## config.mk

```make
export PLATFORM = sky130hd
export DESIGN_NAME = imu_frame_receiver_flat
export DESIGN_NICKNAME = d
export VERILOG_FILES = /design/src/rtl/core/imu_frx_pkg.sv /design/src/rtl/core/imu_frx_if.sv /design/src/rtl/core/imu_frame_receiver.sv /design/src/rtl/core/imu_frx_front.sv /design/src/rtl/core/imu_frx_queue.sv /design/src/rtl/core/imu_frx_back.sv /design/src/flat_wrapper.sv
export SDC_FILE = /design/constraint.sdc
export NUM_CORES = 1
export LEC_CHECK = 0
export BUFFER_PORTS_ARGS = -buffer_cell sky130_fd_sc_hd__buf_2
export CAP_MARGIN = 5
export CELL_PAD_IN_SITES_DETAIL_PLACEMENT = 1
export CELL_PAD_IN_SITES_GLOBAL_PLACEMENT = 1
export CORE_ASPECT_RATIO = 0.5
export CORE_MARGIN = 4
export CORE_UTILIZATION = 40
export DETAILED_ROUTE_END_ITERATION = 8
export GPL_TIMING_DRIVEN = 0
export PLACE_DENSITY = 0.74
export SLEW_MARGIN = 15
export SYNTH_ARGS = -nofsm -noshare
export SYNTH_HDL_FRONTEND = slang
export SYNTH_SLANG_ARGS = --single-unit
```

## constraint.sdc

```tcl
create_clock -name i_clk -period 3.6 [get_ports i_clk]
set_clock_uncertainty 0.2 [all_clocks]
set_input_delay 0.54 -clock i_clk [delete_from_list [all_inputs] [get_ports i_clk]]
set_output_delay 0.54 -clock i_clk [all_outputs]
set_load 0.03 [all_outputs]
```

## src/rtl/core/imu_frx_pkg.sv

```systemverilog
// Shared constants, types and helpers for the IMU frame receiver.
`timescale 1ns / 1ps
package imu_frx_pkg;

    // Framing bytes
    localparam logic [7:0] PREAMBLE  = 8'hFA;
    localparam logic [7:0] BUSID     = 8'hFF;
    localparam logic [7:0] DATA_MID  = 8'h32;
    localparam logic [7:0] DATA_LEN  = 8'd59;

    // Measurement fields
    localparam logic [4:0] LAST_FIELD  = 5'd16;
    localparam logic [4:0] NUM_FLOATS  = 5'd13;
    localparam logic [4:0] STATUS_FLD  = 5'd15;

    // Default payload store depth
    localparam int unsigned PAYLOAD_DEPTH_DEF = 64;

    // Frame descriptor queue
    localparam int unsigned QDEPTH = 2;
    localparam int unsigned QAW    = 1;

    typedef enum logic [1:0] {
        ST_FIELD = 2'd0,
        ST_CSUM  = 2'd1,
        ST_IDLEN = 2'd2
    } t_status;

    // One finished frame, handed from parser to decoder
    typedef struct packed {
        t_status    status;
        logic [7:0] msg_id;
    } t_desc;

    // Position of the final byte of a field, counted from zero
    function automatic logic [1:0] fld_last_byte(input logic [4:0] idx);
        logic [1:0] r;
        if (idx < NUM_FLOATS) begin
            r = 2'd3;
        end else if (idx == STATUS_FLD) begin
            r = 2'd0;
        end else begin
            r = 2'd1;
        end
        return r;
    endfunction

endpackage

```

## src/rtl/core/imu_frx_if.sv

```systemverilog
// Handshake channels of the IMU frame receiver: byte input and result output.
`timescale 1ns / 1ps
interface imu_frx_byte_if;
    logic       valid;
    logic       ready;
    logic [7:0] rx_byte;

    modport source (output valid, output rx_byte, input ready);
    modport sink   (input valid, input rx_byte, output ready);
endinterface

interface imu_frx_res_if;
    logic        valid;
    logic        ready;
    logic [1:0]  status;
    logic [7:0]  msg_id;
    logic [4:0]  field_index;
    logic [31:0] field_value;
    logic        last;

    modport source (output valid, output status, output msg_id, output field_index,
                    output field_value, output last, input ready);
    modport sink   (input valid, input status, input msg_id, input field_index,
                    input field_value, input last, output ready);
endinterface

```

## src/rtl/core/imu_frame_receiver.sv

```systemverilog
// A bad frame yields one status result after its checksum byte is taken and has passed
// through the descriptor queue, the decoder state and the output register; a good frame
// yields its fields instead. Input takes one byte per cycle, but a checksum byte waits
// for queue space and payload bytes of the next frame wait until the decoder has read out
// every good frame, one byte at a time. Reset (i_rst_n low, synchronous) returns to
// preamble hunting and empties the queue and output; the payload store is not cleared.
`timescale 1ns / 1ps
module imu_frame_receiver import imu_frx_pkg::*; #(
    parameter int unsigned PAYLOAD_DEPTH = PAYLOAD_DEPTH_DEF
) (
    input  logic          i_clk,
    input  logic          i_rst_n,
    imu_frx_byte_if.sink  i_rx,
    imu_frx_res_if.source o_res
);

    localparam int unsigned AW = $clog2(PAYLOAD_DEPTH);

    logic          wr_en;
    logic [AW-1:0] wr_addr;
    logic [7:0]    wr_data;
    logic          push;
    t_desc         push_desc;
    logic          q_ready;
    logic          q_valid;
    t_desc         q_desc;
    logic          q_pop;
    logic          good_done;

    // Parser
    imu_frx_front #(.PAYLOAD_DEPTH(PAYLOAD_DEPTH), .AW(AW)) u_front (
        .i_clk       (i_clk),
        .i_rst_n     (i_rst_n),
        .i_valid     (i_rx.valid),
        .i_byte      (i_rx.rx_byte),
        .o_ready     (i_rx.ready),
        .o_wr_en     (wr_en),
        .o_wr_addr   (wr_addr),
        .o_wr_data   (wr_data),
        .o_push      (push),
        .o_desc      (push_desc),
        .i_q_ready   (q_ready),
        .i_good_done (good_done)
    );

    // Frame descriptor queue
    imu_frx_queue u_queue (
        .i_clk   (i_clk),
        .i_rst_n (i_rst_n),
        .i_push  (push),
        .i_desc  (push_desc),
        .o_ready (q_ready),
        .o_valid (q_valid),
        .o_desc  (q_desc),
        .i_pop   (q_pop)
    );

    // Decoder
    imu_frx_back #(.PAYLOAD_DEPTH(PAYLOAD_DEPTH), .AW(AW)) u_back (
        .i_clk         (i_clk),
        .i_rst_n       (i_rst_n),
        .i_wr_en       (wr_en),
        .i_wr_addr     (wr_addr),
        .i_wr_data     (wr_data),
        .i_q_valid     (q_valid),
        .i_q_desc      (q_desc),
        .o_q_pop       (q_pop),
        .o_good_done   (good_done),
        .o_valid       (o_res.valid),
        .i_ready       (o_res.ready),
        .o_status      (o_res.status),
        .o_msg_id      (o_res.msg_id),
        .o_field_index (o_res.field_index),
        .o_field_value (o_res.field_value),
        .o_last        (o_res.last)
    );

endmodule

```

## src/rtl/core/imu_frx_front.sv

```systemverilog
// Frame parser: hunts preamble, tracks checksum, stores payload, classifies frames.
`timescale 1ns / 1ps
module imu_frx_front import imu_frx_pkg::*; #(
    parameter int unsigned PAYLOAD_DEPTH = PAYLOAD_DEPTH_DEF,
    parameter int unsigned AW            = $clog2(PAYLOAD_DEPTH)
) (
    input  logic          i_clk,
    input  logic          i_rst_n,
    input  logic          i_valid,
    input  logic [7:0]    i_byte,
    output logic          o_ready,
    // payload store write port
    output logic          o_wr_en,
    output logic [AW-1:0] o_wr_addr,
    output logic [7:0]    o_wr_data,
    // descriptor push
    output logic          o_push,
    output t_desc         o_desc,
    input  logic          i_q_ready,
    // decoder finished reading a good frame
    input  logic          i_good_done
);

    typedef enum logic [2:0] {
        PH_HUNT, PH_BUSID, PH_MID, PH_LEN, PH_PAYLOAD, PH_CHECK
    } t_phase;

    t_phase     r_phase;
    logic [7:0] r_byte_count;
    logic [7:0] r_frame_length;
    logic [7:0] r_sum;
    logic [7:0] r_frame_id;
    logic [1:0] r_good_cnt;

    logic       accept;
    logic       store_busy;
    logic [7:0] n_sum;
    logic [7:0] n_byte_count;
    logic       good_push;

    // Payload writes wait until the decoder has read out every good frame
    assign store_busy = (r_good_cnt != 2'd0);

    always_comb begin
        case (r_phase)
            PH_PAYLOAD: o_ready = !store_busy;
            PH_CHECK:   o_ready = i_q_ready;
            default:    o_ready = 1'b1;
        endcase
    end

    assign accept       = i_valid && o_ready;
    assign n_sum        = r_sum + i_byte;
    assign n_byte_count = r_byte_count + 8'd1;

    // Store write, skipped beyond the store depth
    assign o_wr_en   = accept && (r_phase == PH_PAYLOAD)
                       && ({1'b0, r_byte_count} < 9'(PAYLOAD_DEPTH));
    assign o_wr_addr = r_byte_count[AW-1:0];
    assign o_wr_data = i_byte;

    // Frame classification on the checksum byte
    always_comb begin
        o_desc.msg_id = r_frame_id;
        if (n_sum != 8'd0) begin
            o_desc.status = ST_CSUM;
        end else if (r_frame_id != DATA_MID || r_frame_length != DATA_LEN) begin
            o_desc.status = ST_IDLEN;
        end else begin
            o_desc.status = ST_FIELD;
        end
    end

    assign o_push    = accept && (r_phase == PH_CHECK);
    assign good_push = o_push && (o_desc.status == ST_FIELD);

    // Phase machine and frame registers
    always_ff @(posedge i_clk) begin
        if (!i_rst_n) begin
            r_phase        <= PH_HUNT;
            r_byte_count   <= 8'd0;
            r_frame_length <= 8'd0;
            r_sum          <= 8'd0;
            r_frame_id     <= 8'd0;
            r_good_cnt     <= 2'd0;
        end else begin
            r_good_cnt <= r_good_cnt + {1'b0, good_push} - {1'b0, i_good_done};
            if (accept) begin
                case (r_phase)
                    PH_HUNT: begin
                        if (i_byte == PREAMBLE) r_phase <= PH_BUSID;
                    end
                    PH_BUSID: begin
                        if (i_byte == BUSID) begin
                            r_sum   <= i_byte;
                            r_phase <= PH_MID;
                        end else begin
                            r_phase <= PH_HUNT;
                        end
                    end
                    PH_MID: begin
                        r_frame_id <= i_byte;
                        r_sum      <= n_sum;
                        r_phase    <= PH_LEN;
                    end
                    PH_LEN: begin
                        r_frame_length <= i_byte;
                        r_byte_count   <= 8'd0;
                        r_sum          <= n_sum;
                        r_phase        <= (i_byte == 8'd0) ? PH_CHECK : PH_PAYLOAD;
                    end
                    PH_PAYLOAD: begin
                        r_sum        <= n_sum;
                        r_byte_count <= n_byte_count;
                        if (n_byte_count == r_frame_length) r_phase <= PH_CHECK;
                    end
                    PH_CHECK: begin
                        r_sum   <= n_sum;
                        r_phase <= PH_HUNT;
                    end
                    default: r_phase <= PH_HUNT;
                endcase
            end
        end
    end

endmodule

```

## src/rtl/core/imu_frx_queue.sv

```systemverilog
// Small descriptor FIFO between the frame parser and the field decoder.
`timescale 1ns / 1ps
module imu_frx_queue import imu_frx_pkg::*; (
    input  logic  i_clk,
    input  logic  i_rst_n,
    input  logic  i_push,
    input  t_desc i_desc,
    output logic  o_ready,
    output logic  o_valid,
    output t_desc o_desc,
    input  logic  i_pop
);

    localparam int unsigned CW = $clog2(QDEPTH + 1);

    t_desc          r_mem [QDEPTH];
    logic [QAW-1:0] r_wp;
    logic [QAW-1:0] r_rp;
    logic [CW-1:0]  r_cnt;

    logic do_push;
    logic do_pop;

    assign o_ready = (r_cnt != CW'(QDEPTH));
    assign o_valid = (r_cnt != '0);
    assign o_desc  = r_mem[r_rp];
    assign do_push = i_push && o_ready;
    assign do_pop  = i_pop && o_valid;

    // Entry storage
    always_ff @(posedge i_clk) begin
        if (do_push) r_mem[r_wp] <= i_desc;
    end

    // Pointers and fill count
    always_ff @(posedge i_clk) begin
        if (!i_rst_n) begin
            r_wp  <= '0;
            r_rp  <= '0;
            r_cnt <= '0;
        end else begin
            if (do_push) r_wp <= r_wp + QAW'(1);
            if (do_pop)  r_rp <= r_rp + QAW'(1);
            r_cnt <= r_cnt + CW'(do_push) - CW'(do_pop);
        end
    end

endmodule

```

## src/rtl/core/imu_frx_back.sv

```systemverilog
// Decoder: walks payload store, emits big-endian measurement fields or errors.
`timescale 1ns / 1ps
module imu_frx_back import imu_frx_pkg::*; #(
    parameter int unsigned PAYLOAD_DEPTH = PAYLOAD_DEPTH_DEF,
    parameter int unsigned AW            = $clog2(PAYLOAD_DEPTH)
) (
    input  logic          i_clk,
    input  logic          i_rst_n,
    // payload store write port
    input  logic          i_wr_en,
    input  logic [AW-1:0] i_wr_addr,
    input  logic [7:0]    i_wr_data,
    // descriptor pop
    input  logic          i_q_valid,
    input  t_desc         i_q_desc,
    output logic          o_q_pop,
    output logic          o_good_done,
    // result channel
    output logic          o_valid,
    input  logic          i_ready,
    output logic [1:0]    o_status,
    output logic [7:0]    o_msg_id,
    output logic [4:0]    o_field_index,
    output logic [31:0]   o_field_value,
    output logic          o_last
);

    typedef enum logic [1:0] {B_IDLE, B_RD, B_ACC, B_EMIT} t_bstate;

    logic [7:0]  r_store [PAYLOAD_DEPTH];
    logic [7:0]  r_rd_data;

    t_bstate     r_state;
    t_status     r_status;
    logic [7:0]  r_id;
    logic [4:0]  r_idx;
    logic [1:0]  r_bif;
    logic [AW-1:0] r_addr;
    logic [31:0] r_acc;

    logic        r_ov;
    logic [1:0]  r_o_status;
    logic [7:0]  r_o_id;
    logic [4:0]  r_o_idx;
    logic [31:0] r_o_val;
    logic        r_o_last;

    logic        out_free;
    logic        emit_last;
    logic        do_emit;

    assign out_free    = !r_ov || i_ready;
    assign emit_last   = (r_status != ST_FIELD) || (r_idx == LAST_FIELD);
    assign do_emit     = (r_state == B_EMIT) && out_free;
    assign o_q_pop     = (r_state == B_IDLE) && i_q_valid;
    assign o_good_done = do_emit && emit_last && (r_status == ST_FIELD);

    // Payload store: one write port, registered read
    always_ff @(posedge i_clk) begin
        if (i_wr_en) r_store[i_wr_addr] <= i_wr_data;
        if (r_state == B_RD) r_rd_data <= r_store[r_addr];
    end

    // Decoder sequencer and output register
    always_ff @(posedge i_clk) begin
        if (!i_rst_n) begin
            r_state <= B_IDLE;
            r_ov    <= 1'b0;
        end else begin
            // output valid: set on emit, cleared once taken
            if (do_emit) begin
                r_ov <= 1'b1;
            end else if (r_ov && i_ready) begin
                r_ov <= 1'b0;
            end
            case (r_state)
                B_IDLE: begin
                    if (i_q_valid) begin
                        r_status <= i_q_desc.status;
                        r_id     <= i_q_desc.msg_id;
                        r_idx    <= 5'd0;
                        r_bif    <= 2'd0;
                        r_addr   <= '0;
                        r_acc    <= 32'd0;
                        r_state  <= (i_q_desc.status == ST_FIELD) ? B_RD : B_EMIT;
                    end
                end
                B_RD: r_state <= B_ACC;
                B_ACC: begin
                    r_acc  <= {r_acc[23:0], r_rd_data};
                    r_addr <= r_addr + AW'(1);
                    if (r_bif == fld_last_byte(r_idx)) begin
                        r_bif   <= 2'd0;
                        r_state <= B_EMIT;
                    end else begin
                        r_bif   <= r_bif + 2'd1;
                        r_state <= B_RD;
                    end
                end
                B_EMIT: begin
                    if (out_free) begin
                        r_o_status <= r_status;
                        r_o_id     <= r_id;
                        r_o_idx    <= r_idx;
                        r_o_val    <= r_acc;
                        r_o_last   <= emit_last;
                        r_acc      <= 32'd0;
                        r_idx      <= r_idx + 5'd1;
                        r_state    <= emit_last ? B_IDLE : B_RD;
                    end
                end
                default: r_state <= B_IDLE;
            endcase
        end
    end

    assign o_valid       = r_ov;
    assign o_status      = r_o_status;
    assign o_msg_id      = r_o_id;
    assign o_field_index = r_o_idx;
    assign o_field_value = r_o_val;
    assign o_last        = r_o_last;

endmodule

```

## src/flat_wrapper.sv

```systemverilog
// flat-port wrapper written by rule: the top's interface ports become plain ports
module imu_frame_receiver_flat import imu_frx_pkg::*;
#(
    parameter int unsigned PAYLOAD_DEPTH = PAYLOAD_DEPTH_DEF
)
  (i_clk, i_rst_n, i_rx_valid, i_rx_rx_byte, i_rx_ready, o_res_valid, o_res_status, o_res_msg_id, o_res_field_index, o_res_field_value, o_res_last, o_res_ready);
  imu_frx_byte_if i_rx_i ();
  imu_frx_res_if o_res_i ();
  input  logic i_clk;
  input  logic i_rst_n;
  input wire logic [$bits(i_rx_i.valid)-1:0] i_rx_valid;
  input wire logic [$bits(i_rx_i.rx_byte)-1:0] i_rx_rx_byte;
  output wire logic [$bits(i_rx_i.ready)-1:0] i_rx_ready;
  output wire logic [$bits(o_res_i.valid)-1:0] o_res_valid;
  output wire logic [$bits(o_res_i.status)-1:0] o_res_status;
  output wire logic [$bits(o_res_i.msg_id)-1:0] o_res_msg_id;
  output wire logic [$bits(o_res_i.field_index)-1:0] o_res_field_index;
  output wire logic [$bits(o_res_i.field_value)-1:0] o_res_field_value;
  output wire logic [$bits(o_res_i.last)-1:0] o_res_last;
  input wire logic [$bits(o_res_i.ready)-1:0] o_res_ready;
  assign i_rx_i.valid = i_rx_valid;
  assign i_rx_i.rx_byte = i_rx_rx_byte;
  assign i_rx_ready = i_rx_i.ready;
  assign o_res_valid = o_res_i.valid;
  assign o_res_status = o_res_i.status;
  assign o_res_msg_id = o_res_i.msg_id;
  assign o_res_field_index = o_res_i.field_index;
  assign o_res_field_value = o_res_i.field_value;
  assign o_res_last = o_res_i.last;
  assign o_res_i.ready = o_res_ready;
  imu_frame_receiver #(.PAYLOAD_DEPTH(PAYLOAD_DEPTH)) u_core (.i_clk(i_clk), .i_rst_n(i_rst_n), .i_rx(i_rx_i), .o_res(o_res_i));
endmodule
```

After elaboration in Yosys (flattened, before gate mapping)
Memories as Yosys holds them, arrays and structs flattened. A register that Yosys moved wholly into a read port is not among the register bits.
Cells that the tools add are included.
{ "word_totals": {"mem_bits_rw": 532, "reg_bits": 147, "output_inout_bits": 50, "n_memories": 2} }
{ "memory_table": {"columns": ["memory", "depth", "word_bits", "rd", "rd_ports_with_merged_regs", "write_ports", "line", "source"], "rows": [
  ["u_core.u_back.r_store", 64, 8, 1, 1, 1, "imu_frx_back.sv:30", "logic [7:0] r_store [PAYLOAD_DEPTH];"],
  ["u_core.u_queue.r_mem", 2, 10, 1, 1, 1, "imu_frx_queue.sv:16", "t_desc r_mem [QDEPTH];"]
]} }
{ "op_classes": {"add_sub_neg": 11, "muxes": 40, "magnitude_cmp": 2, "n_reduce_logical": 45, "n_eq_ne": 22} }
{ "op_table": {"columns": ["op", "n"], "rows": [
  ["$pmux 32 s3", 1],
  ["$mux 32", 2],
  ["$pmux 8 s2", 2],
  ["$mux 2", 12],
  ["$eq 8x8->1 const B", 2],
  ["$ne 8x6->1 const B", 2],
  ["$reduce_bool 2->1", 8],
  ["$pmux 3 s5", 1],
  ["$reduce_and 3->1", 5],
  ["$logic_and 1x1->1", 12],
  ["$pmux 6 s2", 1],
  ["$mux 1", 11],
  ["$mux 5", 2],
  ["$ne 2x2->1 const B", 5],
  ["$pmux 5 s2", 1],
  ["$add 8x1->8 const B", 1],
  ["$add 8x8->8", 1],
  ["$eq 8x8->1", 1],
  ["$logic_not 2->1", 4],
  ["$logic_not 8->1", 1],
  ["$lt 8x7->1 const B", 1],
  ["$mux 8", 1],
  ["$pmux 2 s4", 1],
  ["$reduce_and 2->1", 4],
  ["27 further kinds", 38]
]} }

Logic depth before layout (Yosys ltp)
Gate-level depths: netlist of run 1.
{ "logic_depth": {"word_depth": 8, "depth_mapped": 13} }

By module
A second synthesis of run 1 with hierarchy kept.
{ "unflattened": {"hier_cells": 1494, "area_unflattened_um2": 27516.4} }
{ "modules_own_cells": {"columns": ["module", "seq_area_each_um2", "cells_each", "area_each_um2", "instances"], "rows": [
  ["imu_frx_back", 18768.0, 1126, 23990.5, 1],
  ["imu_frx_front", 740.7, 308, 2537.4, 1],
  ["imu_frx_queue", 700.7, 60, 988.4, 1]
]} }

Worst setup path after synthesis of run 1
No wires, ideal clock.
{ "synth_timing": {"kind": "flip-flop to flip-flop", "start": "register u_core.u_back.r_state[1]", "end": "register u_core.u_back.r_acc[0] (enable)", "required_time_ns": 2.932, "path_stages_with_launch": 5, "arrival_time_ns": 3.237, "period_less_slack_ns": 3.904, "slack_ns": -0.304, "cell_sequence": "dfxtp_1 -> clkbuf_1 -> or2_2 -> o31ai_1 -> nor3b_1"} }
{ "synth_via": {"elab_chain_len": 3} }
{ "synth_lines": {"columns": ["element", "line", "source"], "rows": [
  ["start: declaration", "imu_frx_back.sv:33", "t_bstate r_state;"],
  ["start signal: assignment", "imu_frx_back.sv:85", "r_state <= (i_q_desc.status == ST_FIELD) ? B_RD : B_EMIT;"],
  ["start signal: assignment", "imu_frx_back.sv:109", "r_state <= emit_last ? B_IDLE : B_RD;"],
  ["$eq 2x2->1 or $logic_not 2->1 (tied branches)", "imu_frx_back.sv:76", "case (r_state)"],
  ["$ne 2x2->1 (no source line) or $reduce_bool 3->1 (tied branches)", null, null],
  ["$reduce_and 4->1 (no source line) *", null, null],
  ["end signal: assignment", "imu_frx_back.sv:90", "r_acc <= {r_acc[23:0], r_rd_data};"],
  ["end: declaration", "imu_frx_back.sv:39", "logic [31:0] r_acc;"]
]} }
Mark *: on every way between the ends. The rest lies on a longest branch, timed or not.
A chain may end at the register's enable or synchronous reset.

==> results.toml, run 1 <==
[timing]
finalHoldViolCount = 0
setup_viol = 0
period_needed_ns = 3.60
worst_pin_slew_ns = 1.13
tns_ns = 0
slew_headroom_pct = 24.1
period_share_pct = 99.9
slew_viol_final = 0
rsz0062_at_grt = "true"
fmax_mhz = 278
hold_slack_ns = 0.135

[finish]
area_growth_pct = 13.9
fillers = 6315
drive_gt1_share_pct = 22.5
regArea_mm2 = 0.0202
post-route-util_pct = 46.0
layout.nets = 1632
fin_area_mm2 = 0.0308
multi_input_area_mm2 = 0.00652
diodes = 0

[status]
status = "complete, no violations"

[setup_path]
cp-start-kind = "flip-flop"
cp-startpoint = "u_core.u_back.r_addr[0]$_SDFFCE_PN0P_"
worstPathRequired_ns = 3.75
crit_arrival_ns = 3.75
path_max_fanout = 19
crit_type = "reg2reg"
cp-end-kind = "flip-flop"
worstReg2RegStart = "u_core.u_back.r_addr[0]$_SDFFCE_PN0P_"

[clock_tree]
numCtsBuffers = 60
clock_latency_ns = 0.64
cts_tree = "done"
root_buffer = "clkbuf_16"
clockBufferDepth = 3
cts-htree-levels = 2
clock-sinks = 688
path_clk_slew_ns = 0.07
postCtsSetupBuffers = 0

[placed_design]
io_buffers = 61
hpwl_um = 43200
globalplace.congestion = 0.848
dpl_cell_area_mm2 = 0.0286

[min_path]
hold_class = "in2reg"
hold_start = "i_rst_n"

[global_routing]
grt_pass1_wl_um = 101000
grt_overflow = 0
grt_start_max_net_pins = 72
grt_pass1_vias = 15200
antenna_found_initial = 1
grt_usage_pct = 18.7

[power]
p_leak_uw = 0.00977
cellPowerDensity_mw_per_mm2 = 651
vdd_drop_max_mv = 0.388

[die]
start_util_pct = 40.4
dieHeight_um = 192
ios = 62
die_area_mm2 = 0.0721
rows = 67
core_mm2 = 0.0670
dieWidth_um = 376

[synthesis]
synth_warnings = 0
synth_area_mm2 = 0.0271
avgSynthCellArea_um2 = 18.3
yosys-top-cells-area = "edfxtp_1 (71%), mux4_2 (11%), dfxtp_1 (3.3%), nor2_1 (1.7%), a22oi_1 (0.92%)"
ys_ff_latch = 688
synth_flop_cell = "edfxtp_1"
synthCells = 1476
synthDistinctLibCells = 76
synth-edff-count = 643
synth.largest_area_cell = "edfxtp_1"
ys_seq_area_share_pct = 74.7
yosys.area.top_type_share_pct = 71.3
async_flop_share_pct = 0
synth_nets = 1505

[routing]
routed_wire_length_per_instance_um = 26.1
firstDrtPassIters = 5
vias_per_cell = 5.70
num_vias = 14500
dr.first_iter.drc_count = 1684
routed_wl_um = 66600
ant_nets = 0
drc = 0

[run]
drv_cap = 0
## cell families (layout without fill, tap and decap cells)
logic type	after synthesis	after routing	share of synthesized area [%]
compound gates	169	169	4.19
xor+xnor	25	25	0.809
fa+ha+maj	17	17	0.814
buf+inv	90	269	1.53
flops	688	688	74.7
mux	154	154	11.7
simple gates	333	333	6.25
## flip-flops by register name, indices dropped and copies added, names as in the netlist, 6 cells and up, named ones only
signal and cells:
u_core.u_back.r_store 512, u_core.u_back.o_field_value 32, u_core.u_back.r_acc 32, u_core.u_queue.r_mem 20
u_core.u_back.o_msg_id 8, u_core.u_back.r_id 8, u_core.u_back.r_rd_data 8, u_core.u_front.r_byte_count 8
u_core.u_front.r_frame_id 8, u_core.u_front.r_frame_length 8, u_core.u_front.r_sum 8, u_core.u_back.r_addr 6
## area by class of cell
cell class | count | area share, %
clock inverter | 43 | 1.86
buffer | 74 | 1.18
multi-input combinational | 698 | 21.1
inverter | 15 | 0.183
timing repair buffer | 66 | 1.38
clock buffer | 71 | 5.07
sequential | 688 | 65.5
tap | 897 | 3.64
## timing repair
item	4_1_cts	5_1_grt
endpoints found under the hold margin	1	0
hold buffers	1	0
resized for setup	4	23
endpoints found under the setup margin	2	87
## metrics by stage
step           power (µW)  worst slack [ns]  std cells
6_report            20100           0.00468       2552
5_1_grt             20800           -0.0903       2552
4_1_cts             20200            0.0216       2553
3_5_place_dp        13200            -0.979       2438
3_3_place_gp        13100             -1.42       2434
2_1_floorplan       11800             0.106       1476
## Yosys cell counts, types with 7 or more instances
cell	n
a211oi_1	9
a21oi_1	49
a22oi_1	33
and2_1	38
and3_1	8
buf_1	12
buf_2	25
clkbuf_1	29
dfxtp_1	45
edfxtp_1	643
ha_1	16
inv_1	14
mux2_2	11
mux2i_1	12
mux4_2	129
nand2_1	48
nand2b_1	10
nand3_1	20
nand3b_1	7
nand4_1	7
nor2_1	126
nor2b_1	10
nor3_1	18
o21ai_0	18
o22ai_1	19
xnor2_1	16
xor2_1	9
## metal layers
metal / wire, µm / global-route usage [%] / up-vias
li1: - / - / 6185
met1: 28200 / 26.1 / 7665
met2: 31800 / 30.2 / 584
met3: 5100 / 4.08 / 110
met4: 1550 / 4.95 / 0
met5: 0 / 0 / -
## worst paths after layout
check | to | slack, ns | cells past startpoint
worst max-delay path | u_core.u_back.r_rd_data[1]$_DFFE_PP_ | 0.005 | 8
worst min-delay path | u_core.u_back.o_valid$_SDFFE_PN0P_ | 0.13 | 3
worst min register to register | u_core.u_back.o_field_value[28]$_DFFE_PP_ | 0.22 | 0
worst max register to register | u_core.u_back.r_rd_data[1]$_DFFE_PP_ | 0.005 | 8
## worst max-delay path, stage by stage (launching register included)
cell	delay, ns
edfxtp_1	0.45
buf_6	0.23
buf_6	0.32
buf_4	0.34
mux4_2	0.55
a22oi_1	0.43
a21oi_1	0.13
a21oi_1	0.42
a21oi_1	0.21
## cell usage in the layout (no fill, tap or decap), types with 14 or more instances in the layout
cell type  instances
edfxtp_1         643
mux4_2           129
nor2_1           110
buf_2             73
clkbuf_16         61
nand2_1           48
a21oi_1           48
dfxtp_1           45
clkbuf_1          39
and2_1            38
a22oi_1           33
nand3_1           20
o22ai_1           19
o21ai_0           18
nor3_1            17
xnor2_1           16
ha_1              16
nor2_2            15
inv_1             14
## report_power, final
| part | switching, µW | internal, µW |
|---|---|---|
| Sequential | 143 | 9170 |
| Clock | 2960 | 4060 |
| Combinational | 2320 | 1430 |
Note: power is estimated with default switching activity, not from simulation.
==> run 2: changes to the inputs <==
==> constraint.sdc (replaced) <==
create_clock -name i_clk -period 3.26 [get_ports i_clk]
set_clock_uncertainty 0.2 [all_clocks]
set_input_delay 0.489 -clock i_clk [delete_from_list [all_inputs] [get_ports i_clk]]
set_output_delay 0.489 -clock i_clk [all_outputs]
set_load 0.03 [all_outputs]
==> run 2 against run 1 <==
The run now ends with setup timing left. Global-route usage is 0.64 points higher. Sequential cell count stayed put. Power is 9.1% higher. Combinational power is 15% higher. Count of clock-buffer cells in the layout is 2 higher. Core utilization is 0.42 points higher. Sequential power is 11% higher. Wire length is 4.3% higher. Maximum frequency is 4.1% higher. Final cell count is 0.20% higher. Critical path depth is 2 lower. Clock power is 3.7% higher. Largest power group unchanged. Highest routed layer unchanged.
==> results.toml, run 2 (synthesis results as in run 1) <==
[die]
rows = 67
start_util_pct = 40.4
dieWidth_um = 376
dieHeight_um = 192
core_mm2 = 0.0670
ios = 62
die_area_mm2 = 0.0721

[timing]
worst_pin_slew_ns = 1.17
period_share_pct = 106
setup_viol = 188
slew_viol_final = 0
rsz0062_at_grt = "true"
finalHoldViolCount = 0
tns_ns = -16.97
fmax_mhz = 289
slew_headroom_pct = 22.0
hold_slack_ns = 0.0875
fin_ws_ns = -0.195
period_needed_ns = 3.46

[clock_tree]
numCtsBuffers = 61
cts-htree-levels = 2
path_clk_slew_ns = 0.06
clockBufferDepth = 3
cts_tree = "done"
clock_latency_ns = 0.63
clock-sinks = 688
root_buffer = "clkbuf_16"

[routing]
dr.first_iter.drc_count = 1552
routed_wl_um = 69500
vias_per_cell = 5.73
drc = 0
num_vias = 14700
ant_nets = 0
firstDrtPassIters = 5
routed_wire_length_per_instance_um = 27.2

[setup_path]
crit_type = "reg2reg"
cp-start-kind = "flip-flop"
max_stage_delay_ns = 0.75
crit_chain = "buf_2, nand2b_4, or4_4, nor3_2, nand2_1, nor2_2"
cp-end-kind = "flip-flop"
crit_arrival_ns = 3.51
worstReg2RegStart = "u_core.u_front.r_phase[1]$_SDFFE_PN0P_"
rr_worst_depth = 6
rr_endpoint = "u_core.u_back.r_store[10][5]$_DFFE_PP_"
reg2reg_slack_ns = -0.20
slowest_stage = "nor2_2"
path_max_fanout = 8
worstPathRequired_ns = 3.32

[finish]
regMostFlops = "u_core.u_back.r_store"
final_common_cell = "edfxtp_1"
layout_common_cells = "edfxtp_1 (643), mux4_2 (129), buf_2 (66)"
layout.nets = 1638
drive_gt1_share_pct = 27.0
area_growth_pct = 15.0
fillers = 6280
diodes = 0
largest_register_ffs = 512

[power]
p_leak_uw = 0.00978
switching_share_pct = 27.8
clkPwrFrac_pct = 33.3
cellPowerDensity_mw_per_mm2 = 704
pwr-share-comb_pct = 19.8
vdd_drop_max_mv = 0.434
pwr-share-seq_pct = 46.9
netSwitchingPower_uw = 6100
intPower_uw = 15800

[min_path]
hold_start = "i_rst_n"
hold_depth = 3
min_to = "u_core.u_front.r_frame_length[7]$_SDFFE_PN0P_"
hold_class = "in2reg"

[placed_design]
io_buffers = 61
post-place-ws_ns = -1.42
globalplace.congestion = 0.855
hpwl_um = 45300

[status]
violations = "setup timing"
status = "complete, but fails checks"

[run]
drv_cap = 0

[global_routing]
antenna_found_initial = 1
grt_pass1_vias = 15500
grt_overflow = 0
grt_pass1_wl_um = 103000
grt_start_max_net_pins = 72
grt_usage_pct = 19.4
-- run 2: changes by cell type in the layout (fill, tap and decap cells not counted), moves of 4 or more --
cell,delta
a21oi_2,+4
a21oi_1,-5
clkbuf_4,-4
nor2_4,+17
nor2_1,-50
buf_4,+7
buf_6,+5
bufinv_16,-6
buf_2,-7
nor2_2,+33
-- run 2: per-stage QoR --
step                instances  total power [µW]  cell area (µm²)  util (%)
floorplan                1476             13000            27100         -
global placement         2434             14400            28500      42.6
detailed placement       2438             14600            28600      42.7
CTS                      2555             21900            30900      46.1
global route             2557             22600            31100      46.5
finish                   2557             21900            31100      46.5
-- run 2: power by group through the flow --
stage	logic, µW	clock network [µW]	registers, µW
6_report	4330	7280	10300
5_1_grt	4540	7790	10300
4_1_cts	4250	7360	10300
3_5_place_dp	4150	0	10500
3_3_place_gp	3970	0	10500
2_1_floorplan	2540	0	10500
-- run 2: worst max-delay path by stage --
stage | end | from | depth (start not counted)
floorplan | u_core.u_front.r_good_cnt[1]$_SDFF_PN0_ | i_rx_rx_byte[0] | 13
global placement | u_core.u_front.r_good_cnt[1]$_SDFF_PN0_ | i_rx_rx_byte[1] | 13
detailed placement | u_core.u_front.r_good_cnt[1]$_SDFF_PN0_ | i_rx_rx_byte[0] | 13
CTS | u_core.u_back.r_store[11][7]$_DFFE_PP_ | u_core.u_front.r_phase[1]$_SDFFE_PN0P_ | 7
global route | u_core.u_back.r_store[35][1]$_DFFE_PP_ | u_core.u_front.r_phase[1]$_SDFFE_PN0P_ | 7
finish | u_core.u_back.r_store[10][5]$_DFFE_PP_ | u_core.u_front.r_phase[1]$_SDFFE_PN0P_ | 6
-- run 2: critical path, delay by kind of cell (launching register included) --
family                 cells  cell delay [ns]
buffers and inverters      1             0.16
and+or+nand+nor            5             2.43
DFF                        1             0.30
-- run 2: cell type report --
| type | instances | area, µm² | share of cell area, % |
|---|---|---|---|
| inverter | 15 | 56.3 | 0.181 |
| clock buffer | 73 | 1580 | 5.08 |
| buffer | 75 | 410 | 1.32 |
| clock inverter | 41 | 409 | 1.31 |
| tap | 897 | 1120 | 3.61 |
| sequential | 688 | 20200 | 65.0 |
| timing repair buffer | 70 | 494 | 1.59 |
| multi-input combinational | 698 | 6830 | 22.0 |
-- run 2: what timing repair did --
action / 4_1_cts / 5_1_grt
setup buffers: 2 / 2
endpoints found under the hold margin: 1 / 0
setup endpoints to repair: 380 / 330
gates resized for setup: 74 / 65
pin swaps: 1 / 4
hold buffers: 1 / 0
-- run 2: metal layers --
layer	global-route usage (%)	up-vias	share of wire, %
met5	0	-	0
met4	6.18	0	2.7
met3	4.57	116	8.3
met2	30.9	630	48
met1	26.6	7713	41
li1	-	6192	-
==> run 3: changes to the inputs <==
--- a/config.mk
+++ b/config.mk
@@ -11,10 +11,10 @@
 export CELL_PAD_IN_SITES_GLOBAL_PLACEMENT = 1
 export CORE_ASPECT_RATIO = 0.5
 export CORE_MARGIN = 4
-export CORE_UTILIZATION = 40
+export CORE_UTILIZATION = 49
 export DETAILED_ROUTE_END_ITERATION = 8
 export GPL_TIMING_DRIVEN = 0
-export PLACE_DENSITY = 0.74
+export PLACE_DENSITY = 0.85
 export SLEW_MARGIN = 15
 export SYNTH_ARGS = -nofsm -noshare
 export SYNTH_HDL_FRONTEND = slang
==> run 3 against run 2 <==
The run still ends with setup timing left. Sequential cell count unchanged. Final area down 0.43%. Final cell count down 6.3%. Wire length up 18%. Critical path type unchanged. Largest cell class unchanged. Combinational power up 7.4%. Setup slack worse by 0.10 ns.
==> results.toml, run 3 (synthesis results as in run 1) <==
[setup_path]
max_stage_delay_ns = 0.77
rr_worst_depth = 6
cp-end-kind = "flip-flop"
setup.worst_path.end = "u_core.u_back.r_store[56][4]$_DFFE_PP_"
rr_endpoint = "u_core.u_back.r_store[56][4]$_DFFE_PP_"
reg2reg_slack_ns = -0.30
path_max_fanout = 8
cp-startpoint = "u_core.u_front.r_phase[1]$_SDFFE_PN0P_"
worstPathRequired_ns = 3.29
cp-start-kind = "flip-flop"
slowest_stage = "nor2_2"
crit_arrival_ns = 3.58
worstReg2RegStart = "u_core.u_front.r_phase[1]$_SDFFE_PN0P_"
crit_chain = "buf_2, nand2b_4, or4_4, nor3_2, nand2_1, nor2_2"
crit_type = "reg2reg"

[die]
dieWidth_um = 340
core_mm2 = 0.0542
rows = 60
ios = 62
die_area_mm2 = 0.0593
start_util_pct = 49.9
dieHeight_um = 174

[finish]
regMostFlops = "u_core.u_back.r_store"
diodes = 0
layout_common_cells = "edfxtp_1 (643), mux4_2 (129), buf_2 (65)"
drive_gt1_share_pct = 27.8
largest_register_ffs = 512
layout.nets = 1640
final_common_cell = "edfxtp_1"
area_growth_pct = 14.5

[min_path]
hold_start = "o_res_ready"
hold_class = "in2reg"

[run]
drv_cap = 0

[clock_tree]
clock_latency_ns = 0.62
cts_tree = "done"
cts-htree-levels = 2
numCtsBuffers = 56
path_clk_slew_ns = 0.07
root_buffer = "clkbuf_16"
clock-sinks = 688
clockBufferDepth = 3

[timing]
period_needed_ns = 3.56
fin_ws_ns = -0.297
slew_headroom_pct = 13.2
finalHoldViolCount = 0
worst_pin_slew_ns = 1.30
setup_viol = 206
period_share_pct = 109
fmax_mhz = 281
slew_viol_final = 0
rsz0062_at_grt = "true"

[global_routing]
grt_pass1_vias = 16600
grt_start_max_net_pins = 72
grt_pass1_wl_um = 118000
grt_overflow = 0
antenna_found_initial = 0
grt_usage_pct = 27.2

[routing]
routed_wire_length_per_instance_um = 34.2
routed_wl_um = 82000
dr.first_iter.drc_count = 2536
firstDrtPassIters = 8
drc = 0
vias_per_cell = 6.75
ant_nets = 0
num_vias = 16200

[status]
violations = "setup timing"
status = "complete, but fails checks"

[placed_design]
io_buffers = 61
globalplace.congestion = 0.872
hpwl_um = 46500
post-place-ws_ns = -1.48

[power]
p_leak_uw = 0.00976
cellPowerDensity_mw_per_mm2 = 714
p_total_uw = 22100
vdd_drop_max_mv = 0.419
## run 3: layout make-up
class / count / area, µm²
timing repair buffer: 77 / 541
tap: 744 / 931
sequential: 688 / 20200
clock buffer: 62 / 1450
multi-input combinational: 698 / 6960
clock inverter: 38 / 394
fill: 4880 / 23200
inverter: 15 / 56.3
buffer: 75 / 442
## run 3: how the worst min path moves through the flow
stage                                                           end  slack (ns)  cells past startpoint
after global routing             u_core.u_back.o_valid$_SDFFE_PN0P_        0.08                      3
final                            u_core.u_back.o_valid$_SDFFE_PN0P_        0.06                      3
after CTS                        u_core.u_back.o_valid$_SDFFE_PN0P_        0.03                      3
after global placement    u_core.u_back.o_field_value[29]$_DFFE_PP_        0.20                      0
after floorplan           u_core.u_back.o_field_value[24]$_DFFE_PP_        0.20                      0
after detailed placement        u_core.u_back.o_msg_id[1]$_DFFE_PP_        0.21                      0
## run 3: routing by layer
layer	GRT usage [%]	vias to the layer above	routed length (µm)	part of all wire [%]
li1	-	6172	-	-
met1	35.8	8247	29100	35
met2	43.8	1452	38900	47
met3	6.38	309	9580	12
met4	11.7	2	4360	5.3
met5	0.801	-	66	0.080
## run 3: power by group
group          total [µW]  switching [µW]  internal, µW
Combinational        4650            2960          1690
Clock                7140            3370          3770
Sequential          10300             196         10100
## run 3: timing repair
item | in CTS | in global routing
pin swaps | 6 | 12
endpoints found under the setup margin | 417 | 402
resized for setup | 75 | 103
hold buffers | 0 | 0
setup buffers | 7 | 5
## run 3: per-stage QoR
step                      setup TNS, ns  cell area, µm²  hold slack (ns)  std cells  util, %
after floorplan                -0.00484           27100            0.200       1476        -
after global placement           -87.69           28300            0.202       2281     52.3
after detailed placement        -117.08           28400            0.206       2285     52.5
after CTS                        -32.03           30600           0.0301       2392     56.4
after global routing             -29.49           31000           0.0831       2397     57.2
final                            -19.38           31000           0.0628       2397     57.2
## run 3: critical path: cells and delay by family, from the launching register on
family                 cells  cell delay (ns)
buffers and inverters      1             0.16
AND/OR/NAND/NOR            5             2.49
flip-flops                 1             0.30
